[config.mk]
export PLATFORM = sky130hd
export DESIGN_NAME = pcu_div
export DESIGN_NICKNAME = d
export VERILOG_FILES = /design/src/hw/rtl/picture_order_count_unit_assert.svh /design/src/hw/rtl/pcu_pkg.sv /design/src/hw/rtl/pcu_div.sv
export SDC_FILE = /design/constraint.sdc
export NUM_CORES = 1
export LEC_CHECK = 0
export ABC_CLOCK_PERIOD_IN_PS = 2540
export BUFFER_PORTS_ARGS = -buffer_cell sky130_fd_sc_hd__buf_2
export CAP_MARGIN = 20
export CELL_PAD_IN_SITES_DETAIL_PLACEMENT = 1
export CELL_PAD_IN_SITES_GLOBAL_PLACEMENT = 2
export CORE_MARGIN = 4
export CORE_UTILIZATION = 33
export CTS_CLUSTER_DIAMETER = 200
export CTS_CLUSTER_SIZE = 8
export DETAILED_ROUTE_END_ITERATION = 8
export PLACE_DENSITY_LB_ADDON = 0.15
export SLEW_MARGIN = 20
export SYNTH_ARGS = -nofsm -noshare
export SYNTH_HDL_FRONTEND = slang
export SYNTH_SLANG_ARGS = --single-unit
[constraint.sdc]
create_clock -name clk -period 2.54 [get_ports clk]
set_clock_uncertainty 0.2 [all_clocks]
set_input_delay 0.381 -clock clk [delete_from_list [all_inputs] [get_ports clk]]
set_output_delay 0.381 -clock clk [all_outputs]
set_load 0.05 [all_outputs]
[src/hw/rtl/picture_order_count_unit_assert.svh]
// Assertion macros used by the picture order count RTL.
`ifndef PICTURE_ORDER_COUNT_UNIT_ASSERT_SVH
`define PICTURE_ORDER_COUNT_UNIT_ASSERT_SVH
// Same-cycle implication, checked out of reset.
`define PCU_ASSERT_NOW(lbl, ante, cons) \
  lbl: assert property (@(posedge clk) disable iff (!rst_n) (ante) |-> (cons)) \
    else $error("pcu assertion failed");
// Next-cycle implication, checked out of reset.
`define PCU_ASSERT_NEXT(lbl, ante, cons) \
  lbl: assert property (@(posedge clk) disable iff (!rst_n) (ante) |=> (cons)) \
    else $error("pcu assertion failed");
`endif

[src/hw/rtl/pcu_pkg.sv]
// Package with types, codes and helpers of the picture order count unit.
`timescale 1ns / 1ps
package pcu_pkg;
  localparam int unsigned CfgIdxW = 3;

  typedef enum logic [CfgIdxW-1:0] {
    REG_ORDER_MODE  = 3'd0,
    REG_LOG2_LSB    = 3'd1,
    REG_LOG2_FRAME  = 3'd2,
    REG_CYCLE_LEN   = 3'd3,
    REG_NON_REF     = 3'd4,
    REG_TOP_BOT     = 3'd5
  } cfg_reg_t;

  localparam logic [1:0] MODE_LSB   = 2'd0;
  localparam logic [1:0] MODE_TABLE = 2'd1;
  localparam logic [1:0] MODE_FRAME = 2'd2;

  localparam logic [1:0] ST_TOP    = 2'd1;
  localparam logic [1:0] ST_BOTTOM = 2'd2;

  localparam logic [4:0] Log2Min = 5'd4;
  localparam logic [4:0] Log2Max = 5'd16;

  typedef struct packed {
    logic        done;
    logic [31:0] quo;
    logic [7:0]  rem;
  } div_res_t;

  function automatic logic [4:0] clamp_log2(input logic [4:0] v);
    logic [4:0] r;
    r = v;
    if (v < Log2Min) r = Log2Min;
    if (v > Log2Max) r = Log2Max;
    return r;
  endfunction
endpackage

[src/hw/rtl/pcu_div.sv]
// Serial restoring divider, 32-bit dividend by 8-bit divisor, one bit a cycle.
`timescale 1ns / 1ps
module pcu_div
  import pcu_pkg::*;
(
  input  logic        clk,
  input  logic        rst_n,
  input  logic        start,
  input  logic [31:0] dividend,
  input  logic [7:0]  divisor,
  output div_res_t    res
);
  logic [31:0] quo_r;
  logic [7:0]  rem_r;
  logic [7:0]  dsr_r;
  logic [5:0]  cnt_r;
  logic        busy_r;
  logic        done_r;
  logic [8:0]  trial;
  logic [8:0]  diff;

  assign trial = {rem_r, quo_r[31]};
  assign diff  = trial - {1'b0, dsr_r};

  always_ff @(posedge clk) begin
    if (!rst_n) begin
      busy_r <= 1'b0;
      done_r <= 1'b0;
      cnt_r  <= '0;
    end else begin
      done_r <= 1'b0;
      if (start) begin
        busy_r <= 1'b1;
        cnt_r  <= '0;
        quo_r  <= dividend;
        rem_r  <= '0;
        dsr_r  <= divisor;
      end else if (busy_r) begin
        if (trial >= {1'b0, dsr_r}) begin
          rem_r <= diff[7:0];
          quo_r <= {quo_r[30:0], 1'b1};
        end else begin
          rem_r <= trial[7:0];
          quo_r <= {quo_r[30:0], 1'b0};
        end
        cnt_r <= cnt_r + 6'd1;
        if (cnt_r == 6'd31) begin
          busy_r <= 1'b0;
          done_r <= 1'b1;
        end
      end
    end
  end

  assign res.done = done_r;
  assign res.quo  = quo_r;
  assign res.rem  = rem_r;
endmodule

==> results.yml <==
synth:
  yosysWarnings: 0
  synthTopCellsByArea: "edfxtp_1 53%, mux2_2 13%, dfxtp_1 5.8%, ha_1 4.1%, a21oi_1 2.0%"
  synth_fa_ha_area_frac: 0.04842
  synth_commonest_cells: "48 x edfxtp_1, 32 x mux2_2, 11 x a21oi_1, 11 x inv_1, 9 x ha_1"
  synth_top_cell_by_area: "edfxtp_1"
  yosysSeqAreaShare: 0.5847
  synth_seq_cells: 56
  synth_edf_count: 48
  yosysMostFrequentCell: "edfxtp_1"
  yosys.area.top_type_share: 0.5263
  synth-xor-area-share: 0.01599
  synthMuxAreaShare: 0.1389
  syn_nets: 253
  synth-compound-area-share: 0.1124
  synthFlopType: "edfxtp_1"
  synth_cell_types: 45
  syn_avg_cell_area_um2: 13.69
  syn_inst: 200
  yosys.area_share.simple: 0.07172
  synth-async-reset-ratio: 0
  syn_area_um2: 2739
  synth_top_family_by_area: "multiplexers"
detailed_routing:
  drc: 0
  final_antenna_net_count: 0
  num_vias: 1905
  vias_per_cell: 4.872
  drt_first_pass_iters: 4
  drt_iter0_drc: 65
  wire_per_inst_um: 16.18
  wirelength_um: 6325
floorplanning:
  rows: 32
  die_area_um2: 9821
  start_util: 0.3472
  core_um2: 7888
  fp.dieW_um: 99.10
  ios: 84
  dieHeight_um: 99.10
pwr:
  ir_drop_v: 0.0002643
  leakagePower_uw: 0.001359
  pwr_density_cell_nw_per_um2: 659.8
placement:
  dp_hpwl_um: 4862
  portBuffers: 83
  gp_congestion: 0.7407
sta:
  fin_crit_sh: 0.9260
  slew_viol_final: 0
  rsz0062_at_grt: "no"
  max_freq_mhz: 425.1
  worst_pin_slew_ns: 0.4881
  worst_slew_margin_rel: 0.6746
  final_hold_viol_count: 0
  setup_viol: 0
  min_period_ns: 2.352
  finalSetupTns_ns: 0
cells_and_area:
  utilization: 0.4327
  fillers: 859
  drive_above_1_share: 0.4844
  fin_nets: 341
  diodes: 0
  areaGrowthSynthToFinish_pct: 24.62
cts:
  cts_buffer_depth: 2
  cts-root-buf: "clkbuf_8"
  cts.clk_slew.worst_paths_ns: 0.10
  cts.sink_count: 56
  cts_resized: 0
  h-tree-depth: 2
  hold_buffers: 0
  postCtsSetupBuffers: 0
  cts-buffers-inserted: 5
  clock_latency_ns: 0.31
  cts_tree: "done"
global_routing:
  grt_overflow: 0
  antenna_found_initial: 0
  grt_pass1_vias: 1966
  grt_max_degree: 33
  grt_pass1_wl_um: 10150
  grtUsageTotal: 0.1307
job:
  drv_cap: 0
setup_path:
  critPathRequiredTime_ns: 2.41
  crit_path_top_delay_cell: "edfxtp_1"
  worst-path-max-fanout: 7
  end_kind: "register"
  critPathLaunchType: "register"
  reg2reg_slack_ns: 0.19
  cp_cell_sequence: "ha_1, nor2b_1, o31ai_4, a21o_2, nand2_2, mux2_2"
  critPathKind: "reg2reg"
  crit_arrival_ns: 2.22
  critPathMaxStageDelay_ns: 0.45
run_status:
  status: "finished clean"
hold_path:
  hp-class: "in2reg"
[flip-flops by register name (all words and copies together) (netlist names)]
register  count
busy_r        1
quo_r        32
done_r        1
rem_r         8
cnt_r         6
dsr_r         8
[path summary, 6_finish.rpt]
path / start / to / cells after the start
worst max-delay path: rem_r[0] / quo_r[0] / 6
worst min register to register: cnt_r[5] / done_r / 1
worst max register to register: rem_r[0] / quo_r[0] / 6
worst min-delay path: divisor[0] / dsr_r[0] / 1
[layer usage]
metal	GRT usage	up-vias	wire length, um
li1	-	935	-
met1	0.1660	918	2691
met2	0.2211	47	3244
met3	0.03436	5	344
met4	0.03466	0	44
met5	0	-	0
[layout make-up]
class / instances / area (um2) / share of cell area
clock inverter: 3 / 46.29 / 0.01356
clock buffer: 5 / 68.82 / 0.02016
tap: 102 / 127.6 / 0.03739
inverter: 11 / 41.29 / 0.01210
sequential: 56 / 1602 / 0.4692
timing repair buffer: 88 / 465.4 / 0.1364
multi-input combinational: 126 / 1062 / 0.3112
[stage by stage]
| step | std cells | area (um2) | setup slack (ns) | total power [uW] | hold slack, ns |
|---|---|---|---|---|---|
| 6_report | 391 | 3413 | 0.1879 | 2252 | 0.04277 |
| 5_1_grt | 391 | 3413 | 0.04253 | 2376 | 0.01295 |
| 4_1_cts | 391 | 3413 | 0.1830 | 2292 | 0.02324 |
| 3_5_place_dp | 383 | 3298 | 0.1958 | 1678 | 0.2831 |
| 3_3_place_gp | 383 | 3298 | 0.2317 | 1673 | 0.2768 |
| 2_1_floorplan | 200 | 2739 | 0.07329 | 1524 | 0.2314 |
[power breakdown]
group | total [uW] | switching (uW) | leakage (uW) | internal (uW)
logic | 540 | 346 | 0.000777 | 193
registers | 1110 | 34.0 | 0.000523 | 1070
clock network | 605 | 306 | 0.0000600 | 299
[cells in the final DEF (no fill, tap or decap), types with 6 or more instances in the layout]
| cell type | synthesis | routed |
|---|---|---|
| dfxtp_1 | 8 | 8 |
| mux2_2 | 32 | 32 |
| edfxtp_1 | 48 | 48 |
| nor2_1 | 6 | 6 |
| a21oi_1 | 11 | 11 |
| buf_2 | 4 | 83 |
| inv_1 | 11 | 11 |
| o21ai_0 | 8 | 8 |
| ha_1 | 9 | 9 |
| nand3_1 | 7 | 7 |
[cells by family after synthesis]
family                     Yosys count
and+or+nand+nor                     36
buffers and inverters               18
AOI/OAI and AO/OA                   41
xor gates and xnor gates             5
adders and majority gates           10
DFF                                 56
muxes                               34
[worst max-delay path: cells and delay by family, from the launching register on]
family	cells	cell delay, ns
flops	1	0.45
mux	1	0.26
simple gates	2	0.26
compound gates	2	0.60
fa+ha+maj	1	0.34
Power figures use the tool's default switching activity.
